===== config.mk =====
export PLATFORM = sky130hd
export DESIGN_NAME = extension_hash_classifier
export DESIGN_NICKNAME = d
export VERILOG_FILES = /design/src/rtl/core/ehc_pkg.sv /design/src/rtl/core/ehc_ctrl.sv /design/src/rtl/core/ehc_datapath.sv /design/src/rtl/core/extension_hash_classifier.sv
export SDC_FILE = /design/constraint.sdc
export NUM_CORES = 1
export LEC_CHECK = 0
export ABC_CLOCK_PERIOD_IN_PS = 17500
export CAP_MARGIN = 15
export CORE_ASPECT_RATIO = 0.5
export CORE_MARGIN = 4
export CORE_UTILIZATION = 35
export CTS_BUF_LIST = sky130_fd_sc_hd__clkbuf_8
export CTS_CLUSTER_DIAMETER = 200
export DETAILED_ROUTE_END_ITERATION = 8
export DONT_BUFFER_PORTS = 1
export PLACE_DENSITY = 0.5
export SLEW_MARGIN = 20
export SYNTH_ARGS = -nofsm -noshare
export SYNTH_HDL_FRONTEND = slang
export SYNTH_SLANG_ARGS = --single-unit

===== constraint.sdc =====
create_clock -name clk -period 17.5 [get_ports clk]
set_clock_uncertainty 0.1 [all_clocks]
set_input_delay 3.5 -clock clk [delete_from_list [all_inputs] [get_ports clk]]
set_output_delay 3.5 -clock clk [all_outputs]
set_load 0.005 [all_outputs]

===== src/rtl/core/ehc_pkg.sv =====
// Shared constants, command struct and match table for the extension hash classifier.
package ehc_pkg;

    localparam int CHAR_BITS  = 16;
    localparam int HASH_BITS  = 64;
    localparam int HALF_BITS  = HASH_BITS / 2;
    localparam int STEP_SHIFT = 16;   // 65537 = 2^16 + 1
    localparam int MUL_BITS   = 30;
    localparam int PROD_BITS  = HALF_BITS + MUL_BITS;
    localparam int IDX_BITS   = 4;

    localparam logic [MUL_BITS-1:0]  FINAL_MUL   = 30'h20026eba;
    localparam logic [CHAR_BITS-1:0] PERIOD_CODE = CHAR_BITS'(8'h2e);

    typedef struct packed {
        logic absorb;     // fold the accepted character into the hash
        logic mul_lo;     // multiply the low half of the hash
        logic mul_hi;     // multiply the high half of the hash
        logic mix;        // combine partial products and fold the high half down
        logic load_out;   // compare with the table, load the result, clear the hash
    } ehc_cmd_t;

    function automatic logic [HASH_BITS-1:0] match_entry(input logic [IDX_BITS-1:0] idx);
        logic [HASH_BITS-1:0] entry;
        unique case (idx)
            4'd0:    entry = 64'hffffe0068e0d5590;
            4'd1:    entry = 64'hffffe0052e196bf1;
            4'd2:    entry = 64'he0063200998a4042;
            4'd3:    entry = 64'hffffe0072df29793;
            4'd4:    entry = 64'he00a3256b1621294;
            4'd5:    entry = 64'he007921dfba97d35;
            4'd6:    entry = 64'he005b1f45e783756;
            4'd7:    entry = 64'h9255e8d39e48ad27;
            4'd8:    entry = 64'he009b24a76508768;
            4'd9:    entry = 64'h91fc109d148fd0a9;
            4'd10:   entry = 64'he00b927213810fda;
            4'd11:   entry = 64'h3263528dcd0e3d1b;
            4'd12:   entry = 64'hffffe00a8dbf6cdc;
            4'd13:   entry = 64'hffffe0092dcb833d;
            4'd14:   entry = 64'h32097a584aca938e;
            default: entry = 64'hffffe00b2da4aedf;
        endcase
        return entry;
    endfunction

endpackage


===== src/rtl/core/ehc_ctrl.sv =====
// Controller state machine that sequences character absorption and hash finalization.
module ehc_ctrl (
    input  logic              clk,
    input  logic              rst_n,
    input  logic              in_valid,
    input  logic              last_unit,
    output logic              in_stall,
    output logic              out_valid,
    input  logic              out_stall,
    output ehc_pkg::ehc_cmd_t cmd
);

    typedef enum logic [2:0] {
        S_IDLE,
        S_MUL_LO,
        S_MUL_HI,
        S_MIX,
        S_CMP
    } state_t;

    state_t state_reg;
    state_t state_next;
    logic   out_valid_reg;
    logic   out_valid_next;
    logic   out_free;

    assign out_free = !out_valid_reg || !out_stall;
    assign in_stall = (state_reg != S_IDLE);

    always_comb
    begin
        cmd            = '0;
        state_next     = state_reg;
        out_valid_next = out_valid_reg && out_stall;
        unique case (state_reg)
            S_IDLE:
            begin
                if (in_valid)
                begin
                    cmd.absorb = 1'b1;
                    if (last_unit)
                    begin
                        state_next = S_MUL_LO;
                    end
                end
            end
            S_MUL_LO:
            begin
                cmd.mul_lo = 1'b1;
                state_next = S_MUL_HI;
            end
            S_MUL_HI:
            begin
                cmd.mul_hi = 1'b1;
                state_next = S_MIX;
            end
            S_MIX:
            begin
                cmd.mix    = 1'b1;
                state_next = S_CMP;
            end
            S_CMP:
            begin
                // Hold here until the output register can take the new flag.
                if (out_free)
                begin
                    cmd.load_out   = 1'b1;
                    out_valid_next = 1'b1;
                    state_next     = S_IDLE;
                end
            end
            default:
            begin
                state_next = S_IDLE;
            end
        endcase
    end

    always_ff @(posedge clk or negedge rst_n)
    begin
        if (!rst_n)
        begin
            state_reg     <= S_IDLE;
            out_valid_reg <= 1'b0;
        end
        else
        begin
            state_reg     <= state_next;
            out_valid_reg <= out_valid_next;
        end
    end

    assign out_valid = out_valid_reg;

endmodule


===== src/rtl/core/ehc_datapath.sv =====
// Datapath holding the running hash, the shared finalization multiplier and the result flag.
module ehc_datapath (
    input  logic                         clk,
    input  logic                         rst_n,
    input  ehc_pkg::ehc_cmd_t            cmd,
    input  logic [ehc_pkg::CHAR_BITS-1:0] code_unit,
    output logic                         is_source
);

    logic [ehc_pkg::HASH_BITS-1:0] hash_reg;
    logic [ehc_pkg::HASH_BITS-1:0] hash_next;
    logic [ehc_pkg::PROD_BITS-1:0] prod_reg;
    logic [ehc_pkg::HALF_BITS-1:0] part_reg;
    logic [ehc_pkg::HASH_BITS-1:0] mix_reg;
    logic [ehc_pkg::HASH_BITS-1:0] mix_next;
    logic [ehc_pkg::HASH_BITS-1:0] sum;
    logic                          is_source_reg;
    logic [ehc_pkg::HALF_BITS-1:0] mul_a;
    logic [ehc_pkg::PROD_BITS-1:0] mul_p;

    // A period restarts the hash at all ones; anything else is h * 65537 + c.
    always_comb
    begin
        if (code_unit == ehc_pkg::PERIOD_CODE)
        begin
            hash_next = '1;
        end
        else
        begin
            hash_next = hash_reg + (hash_reg << ehc_pkg::STEP_SHIFT)
                      + ehc_pkg::HASH_BITS'(code_unit);
        end
    end

    // One 32 x 30 multiplier serves both halves of the hash.
    assign mul_a = cmd.mul_hi ? hash_reg[ehc_pkg::HASH_BITS-1:ehc_pkg::HALF_BITS]
                              : hash_reg[ehc_pkg::HALF_BITS-1:0];
    assign mul_p = ehc_pkg::PROD_BITS'(mul_a) * ehc_pkg::PROD_BITS'(ehc_pkg::FINAL_MUL);

    assign sum      = ehc_pkg::HASH_BITS'(prod_reg) + {part_reg, {ehc_pkg::HALF_BITS{1'b0}}};
    assign mix_next = sum ^ (sum >> ehc_pkg::HALF_BITS);

    always_ff @(posedge clk or negedge rst_n)
    begin
        if (!rst_n)
        begin
            hash_reg <= '0;
        end
        else if (cmd.absorb)
        begin
            hash_reg <= hash_next;
        end
        else if (cmd.load_out)
        begin
            hash_reg <= '0;
        end
    end

    always_ff @(posedge clk)
    begin
        if (cmd.mul_lo)
        begin
            prod_reg <= mul_p;
        end
        if (cmd.mul_hi)
        begin
            part_reg <= mul_p[ehc_pkg::HALF_BITS-1:0];
        end
        if (cmd.mix)
        begin
            mix_reg <= mix_next;
        end
        if (cmd.load_out)
        begin
            is_source_reg <= (ehc_pkg::match_entry(mix_reg[ehc_pkg::IDX_BITS-1:0]) == mix_reg);
        end
    end

    assign is_source = is_source_reg;

endmodule


===== src/rtl/core/extension_hash_classifier.sv =====
// Top level of the extension hash classifier: controller plus datapath.
//
//  Channel | Handshake           | Payload                  | Direction
//  --------+---------------------+--------------------------+----------
//  input   | in_valid / in_stall | code_unit[15:0], last_unit | in
//  output  | out_valid/out_stall | is_source                | out
//
// A character that is not the last of its name is absorbed straight into the running hash,
// so such characters stream at one transfer per cycle while no earlier name is in finalization.
// After the last character is absorbed, the controller steps through finalization: the
// shared 32 x 30 multiplier takes the low half, then the high half of the hash, a step
// sums and folds the hash, and a last step compares it with the match table and loads
// the output register. Reset clears the controller and the running hash; the block
// accepts characters as soon as reset is released. The output register holds its flag
// until the transfer completes, and the next name streams in meanwhile; only a second
// finished flag waits in the compare step while the previous one is still stalled.
module extension_hash_classifier (
    input  logic                          clk,
    input  logic                          rst_n,
    input  logic                          in_valid,
    output logic                          in_stall,
    input  logic [ehc_pkg::CHAR_BITS-1:0] code_unit,
    input  logic                          last_unit,
    output logic                          out_valid,
    input  logic                          out_stall,
    output logic                          is_source
);

    ehc_pkg::ehc_cmd_t cmd;

    // The controller decides when each character is taken and steps finalization.
    ehc_ctrl u_ctrl (
        .clk       (clk),
        .rst_n     (rst_n),
        .in_valid  (in_valid),
        .last_unit (last_unit),
        .in_stall  (in_stall),
        .out_valid (out_valid),
        .out_stall (out_stall),
        .cmd       (cmd)
    );

    // The datapath keeps the running hash and produces the classification flag.
    ehc_datapath u_datapath (
        .clk       (clk),
        .rst_n     (rst_n),
        .cmd       (cmd),
        .code_unit (code_unit),
        .is_source (is_source)
    );

endmodule

==> results of run 1 <==
worst max-delay path, delay by kind of cell (launching register included):
family | cells | cell delay, ns
adders and majority gates | 9 | 4.47
AOI/OAI and AO/OA | 4 | 1.20
buffers and inverters | 8 | 1.18
and+or+nand+nor | 4 | 1.08
muxes | 1 | 0.72
DFF | 1 | 0.47
xor gates and xnor gates | 1 | 0.14
cell usage after synthesis, types with 5 or more instances:
library cell,instances
a221oi_1,7
or2_2,7
ha_1,415
o31ai_1,14
o22ai_1,9
o21ai_0,127
inv_1,524
o21ai_1,12
and2_1,8
buf_2,12
dfrtp_1,68
o21a_1,36
o21ai_2,5
nand2_1,174
a21oi_1,237
clkbuf_1,66
xnor2_1,151
or3_1,7
mux2_2,23
a211oi_1,17
nor2_1,137
dfxtp_1,59
nor3_1,26
nand3_1,43
a31oi_1,11
and3_1,12
nand2b_1,11
o21bai_1,20
fa_1,230
edfxtp_1,156
o211ai_1,12
mux2i_1,22
nor4_1,13
nand4_1,50
a21o_1,110
and4_1,6
xor2_1,87
nor2b_1,10
worst max-delay path by stage:
stage,cells past startpoint,slack [ns],endpoint,from
4_1_cts,27,7.80,u_datapath.prod_reg[60]$_DFFE_PP_,u_ctrl.state_reg[2]$_DFFE_PN0P_
3_5_place_dp,27,7.87,u_datapath.prod_reg[60]$_DFFE_PP_,u_ctrl.state_reg[2]$_DFFE_PN0P_
6_report,27,7.85,u_datapath.prod_reg[60]$_DFFE_PP_,u_ctrl.state_reg[2]$_DFFE_PN0P_
2_1_floorplan,33,7.78,u_datapath.prod_reg[51]$_DFFE_PP_,u_ctrl.state_reg[2]$_DFFE_PN0P_
5_1_grt,27,7.44,u_datapath.prod_reg[60]$_DFFE_PP_,u_ctrl.state_reg[2]$_DFFE_PN0P_
3_3_place_gp,29,7.50,u_datapath.prod_reg[60]$_DFFE_PP_,u_ctrl.state_reg[2]$_DFFE_PN0P_
kinds of logic (layout without fill, tap and decap cells):
logic type,Yosys count,count (layout),share of synthesized area
AOI/OAI and AO/OA,686,686,0.1502
xor gates and xnor gates,240,240,0.07279
adders and majority gates,645,645,0.3345
buffers and inverters,619,634,0.08253
DFF,283,283,0.2584
muxes,45,45,0.01636
other,0,1,0
and+or+nand+nor,524,524,0.08531
per-stage QoR:
stage | hold slack [ns] | utilization | std cells
after global routing | 0.4694 | 0.3814 | 4159
after global placement | 0.4180 | 0.3693 | 4070
final | 0.4340 | 0.3814 | 4160
after detailed placement | 0.4262 | 0.3695 | 4071
after CTS | 0.4401 | 0.3814 | 4159
after floorplan | 0.3257 | - | 3042
per-layer routing:
| layer | vias to the layer above | GRT usage | wire (um) |
|---|---|---|---|
| met5 | - | 0 | 0 |
| met4 | 0 | 0.04056 | 1644 |
| met3 | 101 | 0.02621 | 3960 |
| met2 | 485 | 0.3203 | 38910 |
| met1 | 10510 | 0.2879 | 43560 |
| li1 | 10320 | - | - |
final cells by class:
class | instances | area share
inverters | 525 | 0.06277
clock buffers | 54 | 0.02367
diodes | 1 | 0.00007971
multi-input cells | 2140 | 0.6159
clock inverters | 34 | 0.007453
well taps | 1102 | 0.04392
repair buffers | 21 | 0.005141
flip-flops and latches | 283 | 0.2411
==> impl_metrics.py, run 1 <==
metrics = {
    "run_status": {
        "outcome": "finished, final reports clean",
    },
    "yosys": {
        "synth_fp_nets": 3708,
        "synth_cells": 3042,
        "syn_area_per_cell_um2": 9.628,
        "yosysSeqAreaShare": 0.2584,
        "ys_warn_count": 0,
        "synth_flop_cell": "edfxtp_1",
        "ys_types": 100,
        "synth.largest_area_cell": "ha_1",
        "synth_edf_count": 156,
        "async_flop_share": 0.2403,
        "synth.top_cell.area_share": 0.1773,
        "synth_seq_cells": 283,
        "synth_area_leaders": "ha_1 (18%), edfxtp_1 (16%), fa_1 (16%), inv_1 (6.7%), dfrtp_1 (5.8%)",
        "synthesis.area_um2": 29290,
    },
    "grt": {
        "grt_usage": 0.1991,
        "grt_pass1_wl_mm": 135.2,
        "grt-ovfl-total": 0,
        "antenna_found_initial": 0,
        "grt_pass1_vias": 21920,
        "grt_max_degree": 69,
    },
    "routing": {
        "routedWlPerCell_um": 21.17,
        "ant_nets": 0,
        "wl_mm": 88.08,
        "viasPerCell": 5.149,
        "vias": 21420,
        "remaining_drc_errors": 0,
        "drt-pass1-iter-count": 5,
        "drt-initial-drc-count": 1483,
    },
    "critical_path": {
        "cp-end-kind": "register",
        "worst-r2r-setup-slack_ns": 7.85,
        "reg2reg_to": "u_datapath.prod_reg[60]$_DFFE_PP_",
        "arrival_ns": 9.94,
        "crit_path_start_kind": "register",
        "critPathKind": "reg2reg",
        "critical_path_required_ns": 17.79,
        "cpPeakStageDelay_ns": 0.72,
        "cp_slowest_cell": "mux2i_1",
        "regToRegStartpoint": "u_ctrl.state_reg[2]$_DFFE_PN0P_",
        "reg2reg_depth": 27,
        "cp_max_fo": 24,
    },
    "clock_network": {
        "cts-root-buf": "clkbuf_8",
        "cts-htree-levels": 2,
        "cts_tree": "built",
        "clock_latency_ns": 0.67,
        "numCtsBuffers": 47,
        "cts_hold_buf": 0,
        "post-cts-setup-buffers": 0,
        "clock-sinks": 283,
        "clockBufferDepth": 3,
        "cts_resized": 0,
        "clk_pin_slew_ns": 0.06,
    },
    "final_layout": {
        "final_cell_mix": "inv_1 (540), ha_1 (415), a21oi_1 (237)",
        "drive_above_1_share": 0.05332,
        "fin_nets": 3684,
        "fin_area_um2": 31390,
        "layout_commonest_cell": "inv_1",
        "multi_input_area_um2": 19330,
        "seq_area_um2": 7567,
        "area_growth_pct": 7.181,
        "nFillCells": 8210,
    },
    "sta": {
        "finalCriticalPeriod_ns": 9.654,
        "layout_setup_ws_ns": 7.846,
        "tightestPinTransition_ns": 1.000,
        "tns_ns": 0,
        "rsz0062_at_grt": "no",
        "final_max_slew_viol_count": 0,
        "hold_violations": 0,
        "fmax_ghz": 0.1036,
        "finalSetupViolations": 0,
        "period_share": 0.5516,
        "relSlewSlack": 0.3140,
    },
    "placement": {
        "placed_cell_area_um2": 30410,
        "preCtsSetupSlack_ns": 7.873,
        "gp_congestion": 0.9301,
        "dp_hpwl_mm": 70.98,
        "port_buffers": 0,
    },
    "flow_run": {
        "cap_viol_max_count": 0,
    },
    "hold_path": {
        "min_path_cells": 2,
        "min_to": "u_datapath.hash_reg[51]$_DFFE_PN0P_",
        "hp-class": "reg2reg",
        "min_from": "u_datapath.hash_reg[51]$_DFFE_PN0P_",
    },
    "floorplan": {
        "initial_core_util": 0.3558,
        "die_area_um2": 88660,
        "die_y_um": 212.6,
        "fp.coreArea_um2": 82310,
        "ios": 24,
        "fp-row-count": 74,
        "die_w_um": 417.1,
    },
}
Power of run 1 is not shown: default switching activity piles up to over one toggle a cycle in this logic, so the estimate is an artifact.
==> run 2, diff against run 1 <==
--- a/config.mk
+++ b/config.mk
@@ -5,7 +5,7 @@
 export SDC_FILE = /design/constraint.sdc
 export NUM_CORES = 1
 export LEC_CHECK = 0
-export ABC_CLOCK_PERIOD_IN_PS = 17500
+export ABC_CLOCK_PERIOD_IN_PS = 9100
 export CAP_MARGIN = 15
 export CORE_ASPECT_RATIO = 0.5
 export CORE_MARGIN = 4
==> constraint.sdc (replaced) <==
create_clock -name clk -period 9.1 [get_ports clk]
set_clock_uncertainty 0.1 [all_clocks]
set_input_delay 1.82 -clock clk [delete_from_list [all_inputs] [get_ports clk]]
set_output_delay 1.82 -clock clk [all_outputs]
set_load 0.005 [all_outputs]
==> impl_metrics.py, run 2 (same netlist as run 1, synthesis figures left out) <==
metrics = {
    "final_layout": {
        "final_cell_mix": "inv_1 (538), ha_1 (415), a21oi_1 (237)",
        "fin_nets": 3715,
        "drive_above_1_share": 0.06347,
        "area_growth_pct": 8.262,
        "layout_commonest_cell": "inv_1",
        "n_antenna_cell": 0,
        "fin_cells": 4190,
    },
    "clock_network": {
        "cts-htree-levels": 2,
        "cts_tree": "built",
        "clock_latency_ns": 0.70,
        "clk_pin_slew_ns": 0.06,
        "clockBufferDepth": 3,
        "cts_hold_buf": 0,
        "clock-sinks": 283,
        "numCtsBuffers": 48,
        "cts-root-buf": "clkbuf_8",
    },
    "floorplan": {
        "ios": 24,
        "die_y_um": 212.6,
        "die_area_um2": 88660,
        "fp-row-count": 74,
        "die_w_um": 417.1,
        "fp.coreArea_um2": 82310,
        "initial_core_util": 0.3558,
    },
    "sta": {
        "finalCriticalPeriod_ns": 8.620,
        "period_share": 0.9473,
        "hold_violations": 0,
        "rsz0062_at_grt": "no",
        "tns_ns": 0,
        "fmax_ghz": 0.1160,
        "relSlewSlack": 0.3720,
        "tightestPinTransition_ns": 0.9400,
        "finalSetupViolations": 0,
        "final_max_slew_viol_count": 0,
    },
    "grt": {
        "grt_usage": 0.1966,
        "antenna_found_initial": 0,
        "grt_pass1_wl_mm": 134.1,
        "grt_pass1_vias": 21760,
        "grt-ovfl-total": 0,
        "grt_max_degree": 69,
    },
    "run_status": {
        "outcome": "finished, final reports clean",
    },
    "critical_path": {
        "cp_slowest_cell": "fa_1",
        "cp_max_fo": 22,
        "cp-end-kind": "register",
        "cpPeakStageDelay_ns": 0.55,
        "reg2reg_to": "u_datapath.prod_reg[59]$_DFFE_PP_",
        "arrival_ns": 8.87,
        "reg2reg_depth": 31,
        "crit_path_start_kind": "register",
        "critical_path_required_ns": 9.35,
        "critPathKind": "reg2reg",
        "worst-r2r-setup-slack_ns": 0.48,
        "regToRegStartpoint": "u_ctrl.state_reg[2]$_DFFE_PN0P_",
        "startpoint": "u_ctrl.state_reg[2]$_DFFE_PN0P_",
        "critPathCapture": "u_datapath.prod_reg[59]$_DFFE_PP_",
        "crit_path_frequent_cell": "inv_1",
    },
    "routing": {
        "ant_nets": 0,
        "vias": 21480,
        "remaining_drc_errors": 0,
        "drt-pass1-iter-count": 5,
        "routedWlPerCell_um": 20.81,
        "drt-initial-drc-count": 1353,
        "wl_mm": 87.19,
        "viasPerCell": 5.127,
    },
    "placement": {
        "port_buffers": 0,
        "dp_hpwl_mm": 70.82,
        "gp_congestion": 0.9486,
        "place_inst": 4099,
    },
    "flow_run": {
        "cap_viol_max_count": 0,
    },
    "hold_path": {
        "min_from": "u_datapath.hash_reg[57]$_DFFE_PN0P_",
        "hp-class": "reg2reg",
    },
}
run 2: changes by cell type in the layout (fill, tap and decap cells not counted), moves of 2 or more:
cell and delta:
buf_4 +29, clkbuf_8 +5, clkinv_2 -4, inv_1 -2
run 2: per-layer routing:
| layer | up-vias | part of all wire | track usage |
|---|---|---|---|
| met3 | 106 | 0.052 | 0.02969 |
| li1 | 10390 | - | - |
| met4 | 0 | 0.019 | 0.04080 |
| met5 | - | 0 | 0 |
| met2 | 527 | 0.44 | 0.3144 |
| met1 | 10470 | 0.49 | 0.2834 |
run 2: cell type report:
class / count / area [um2]
Clock buffer: 59 / 812.0
Clock inverter: 30 / 222.7
Fill cell: 8232 / 50600
Inverter: 525 / 1971
Multi-Input combinational cell: 2140 / 19350
Sequential cell: 283 / 7567
Tap cell: 1102 / 1379
Timing Repair Buffer: 51 / 404.1
run 2: what timing repair did:
| action | CTS | global route |
|---|---|---|
| resized for setup | 0 | 5 |
| setup buffers | 0 | 1 |
| setup endpoints to repair | 0 | 7 |
| endpoints found under the hold margin | 0 | 0 |
run 2: worst min-delay path by stage:
stage / end / slack [ns] / cells past startpoint
3_5_place_dp: u_ctrl.state_reg[0]$_DFFE_PN0P_ / 0.43 / 1
4_1_cts: u_ctrl.state_reg[0]$_DFFE_PN0P_ / 0.45 / 1
5_1_grt: u_datapath.mix_reg[12]$_DFFE_PP_ / 0.48 / 1
3_3_place_gp: u_ctrl.state_reg[0]$_DFFE_PN0P_ / 0.42 / 1
6_report: u_datapath.hash_reg[57]$_DFFE_PN0P_ / 0.46 / 2
2_1_floorplan: u_datapath.mix_reg[32]$_DFFE_PP_ / 0.33 / 0
run 2: critical path: cells and delay by family, from the launching register on:
kind,cells,cell delay (ns)
adders and majority gates,9,3.81
DFF,1,0.47
AOI/OAI and AO/OA,7,1.46
xor gates and xnor gates,1,0.08
muxes,1,0.47
buffers and inverters,9,1.00
and+or+nand+nor,4,0.90
run 2: stage by stage:
step           instance area, um2  hold WS, ns    util  setup slack [ns]
3_5_place_dp                30630       0.4349  0.3721            0.3743
6_report                    31710       0.4575  0.3852            0.4795
2_1_floorplan               29290       0.3257       -            0.1770
3_3_place_gp                30630       0.4202  0.3721            0.5253
5_1_grt                     31710       0.4829  0.3852           0.03318
4_1_cts                     31660       0.4503  0.3847            0.3408
Power of run 2 is left out for the same reason.
==> run 3, diff against run 2 <==
--- a/config.mk
+++ b/config.mk
@@ -5,7 +5,7 @@
 export SDC_FILE = /design/constraint.sdc
 export NUM_CORES = 1
 export LEC_CHECK = 0
-export ABC_CLOCK_PERIOD_IN_PS = 9100
+export ABC_CLOCK_PERIOD_IN_PS = 7300
 export CAP_MARGIN = 15
 export CORE_ASPECT_RATIO = 0.5
 export CORE_MARGIN = 4
@@ -14,8 +14,7 @@
 export CTS_CLUSTER_DIAMETER = 200
 export DETAILED_ROUTE_END_ITERATION = 8
 export DONT_BUFFER_PORTS = 1
-export PLACE_DENSITY = 0.5
-export SLEW_MARGIN = 20
+export PLACE_DENSITY = 0.52
 export SYNTH_ARGS = -nofsm -noshare
 export SYNTH_HDL_FRONTEND = slang
 export SYNTH_SLANG_ARGS = --single-unit
==> constraint.sdc (replaced) <==
create_clock -name clk -period 7.3 [get_ports clk]
set_clock_uncertainty 0.1 [all_clocks]
set_input_delay 1.46 -clock clk [delete_from_list [all_inputs] [get_ports clk]]
set_output_delay 1.46 -clock clk [all_outputs]
set_load 0.005 [all_outputs]
==> impl_metrics.py, run 3 (same netlist as run 1, synthesis figures left out) <==
metrics = {
    "clock_network": {
        "cts_tree": "built",
        "cts-htree-levels": 2,
        "clockBufferDepth": 3,
        "clk_pin_slew_ns": 0.08,
        "clock_latency_ns": 0.66,
        "clock-sinks": 283,
        "cts-root-buf": "clkbuf_8",
        "numCtsBuffers": 48,
    },
    "sta": {
        "holdWs_ns": 0.3949,
        "rsz0062_at_grt": "yes",
        "relSlewSlack": 0.2911,
        "period_share": 1.075,
        "finalSetupViolations": 35,
        "layout_setup_ws_ns": -0.5501,
        "hold_violations": 0,
        "tightestPinTransition_ns": 1.061,
        "finalCriticalPeriod_ns": 7.850,
        "fmax_ghz": 0.1274,
        "tns_ns": -9.381,
        "final_max_slew_viol_count": 0,
    },
    "final_layout": {
        "fin_cells": 4572,
        "nFillCells": 7806,
        "drive_above_1_share": 0.2408,
        "seq_area_um2": 7567,
        "multi_input_area_um2": 21120,
        "area_growth_pct": 24.77,
        "fin_nets": 4094,
        "layout_commonest_cell": "inv_1",
        "final_cell_mix": "inv_1 (476), buf_4 (387), ha_1 (367)",
        "finish.utilization": 0.4440,
    },
    "routing": {
        "routedWlPerCell_um": 20.20,
        "viasPerCell": 5.057,
        "wl_mm": 92.34,
        "remaining_drc_errors": 0,
        "vias": 23120,
        "drt-pass1-iter-count": 5,
        "drt-initial-drc-count": 1377,
        "ant_nets": 0,
    },
    "critical_path": {
        "arrival_ns": 8.15,
        "crit_path_frequent_cell": "fa_1",
        "critPathKind": "reg2reg",
        "cp_slowest_cell": "fa_2",
        "cpPeakStageDelay_ns": 0.55,
        "cp-end-kind": "register",
        "reg2reg_depth": 29,
        "worst-r2r-setup-slack_ns": -0.55,
        "cp_max_fo": 6,
        "reg2reg_to": "u_datapath.prod_reg[58]$_DFFE_PP_",
        "crit_path_start_kind": "register",
        "regToRegStartpoint": "u_ctrl.state_reg[0]$_DFFE_PN0P_",
        "critical_path_required_ns": 7.60,
    },
    "floorplan": {
        "fp.coreArea_um2": 82310,
        "die_y_um": 212.6,
        "ios": 24,
        "die_area_um2": 88660,
        "fp-row-count": 74,
        "initial_core_util": 0.3558,
        "die_w_um": 417.1,
    },
    "hold_path": {
        "hp-class": "in2async",
    },
    "run_status": {
        "violations": "setup timing",
        "outcome": "finished, violations left",
    },
    "grt": {
        "grt_usage": 0.2069,
        "antenna_found_initial": 1,
        "grt_max_degree": 69,
        "grt_pass1_wl_mm": 141.2,
        "grt-ovfl-total": 0,
        "grt_pass1_vias": 23480,
    },
    "placement": {
        "gp_congestion": 0.9137,
        "place_inst": 4416,
        "dp_hpwl_mm": 74.73,
        "port_buffers": 0,
    },
    "flow_run": {
        "cap_viol_max_count": 0,
    },
}
-- run 3: changes by cell type in the layout (fill, tap and decap cells not counted), moves of 28 or more --
cell | before | now
ha_1 | 415 | 367
a21oi_2 | 2 | 30
buf_6 | 1 | 33
inv_1 | 538 | 476
a21oi_1 | 237 | 206
ha_4 | 0 | 46
buf_4 | 49 | 387
inv_2 | 1 | 56
-- run 3: cell type report --
cell class	count	share of cell area
Inverter	525	0.05437
Clock inverter	38	0.007669
Clock buffer	52	0.01958
Sequential cell	283	0.2071
Tap cell	1102	0.03773
Multi-Input combinational cell	2140	0.5779
Timing Repair Buffer	430	0.09556
Antenna cell	2	0.0001370
-- run 3: worst max path at each step --
stage	from	to	slack, ns	cells past startpoint
5_1_grt	u_ctrl.state_reg[0]$_DFFE_PN0P_	u_datapath.prod_reg[58]$_DFFE_PP_	-0.85	29
3_3_place_gp	u_ctrl.state_reg[0]$_DFFE_PN0P_	u_datapath.prod_reg[34]$_DFFE_PP_	-0.59	27
6_report	u_ctrl.state_reg[0]$_DFFE_PN0P_	u_datapath.prod_reg[58]$_DFFE_PP_	-0.55	29
3_5_place_dp	u_ctrl.state_reg[0]$_DFFE_PN0P_	u_datapath.prod_reg[34]$_DFFE_PP_	-0.64	28
2_1_floorplan	u_ctrl.state_reg[2]$_DFFE_PN0P_	u_datapath.prod_reg[60]$_DFFE_PP_	-0.57	31
4_1_cts	u_ctrl.state_reg[2]$_DFFE_PN0P_	u_datapath.prod_reg[60]$_DFFE_PP_	-0.41	31
-- run 3: critical path, delay by kind of cell, from the launching register on --
kind,cells,cell delay [ns]
buffers and inverters,10,0.85
flip-flops,1,0.41
XOR/XNOR,1,0.15
adder cells (fa/ha/maj),9,3.99
AO/OA/AOI/OAI,4,0.97
multiplexers,1,0.27
AND/OR/NAND/NOR,4,0.85
-- run 3: metal layers --
layer	routed length [um]	GRT usage	part of all wire	vias to the layer above
li1	-	-	-	11140
met1	44020	0.2911	0.48	11340
met2	41830	0.3389	0.45	523
met3	3970	0.02577	0.043	127
met4	2524	0.05424	0.027	0
met5	0	0	0	-
-- run 3: through the flow --
stage          cell area [um2]  setup slack, ns
2_1_floorplan            29500          -0.5714
3_3_place_gp             33160          -0.5927
3_5_place_dp             33160          -0.6425
4_1_cts                  35430          -0.4087
5_1_grt                  36540          -0.8507
6_report                 36540          -0.5501
-- run 3: timing repair --
action                                  4_1_cts  5_1_grt
gates cloned                                  2        0
endpoints found under the hold margin         0        0
pin swaps                                    93       96
resized for setup                           189      175
hold buffers                                  0        0
endpoints found under the setup margin       45       52
buffers inserted                             39       39
Power of run 3 is left out for the same reason.
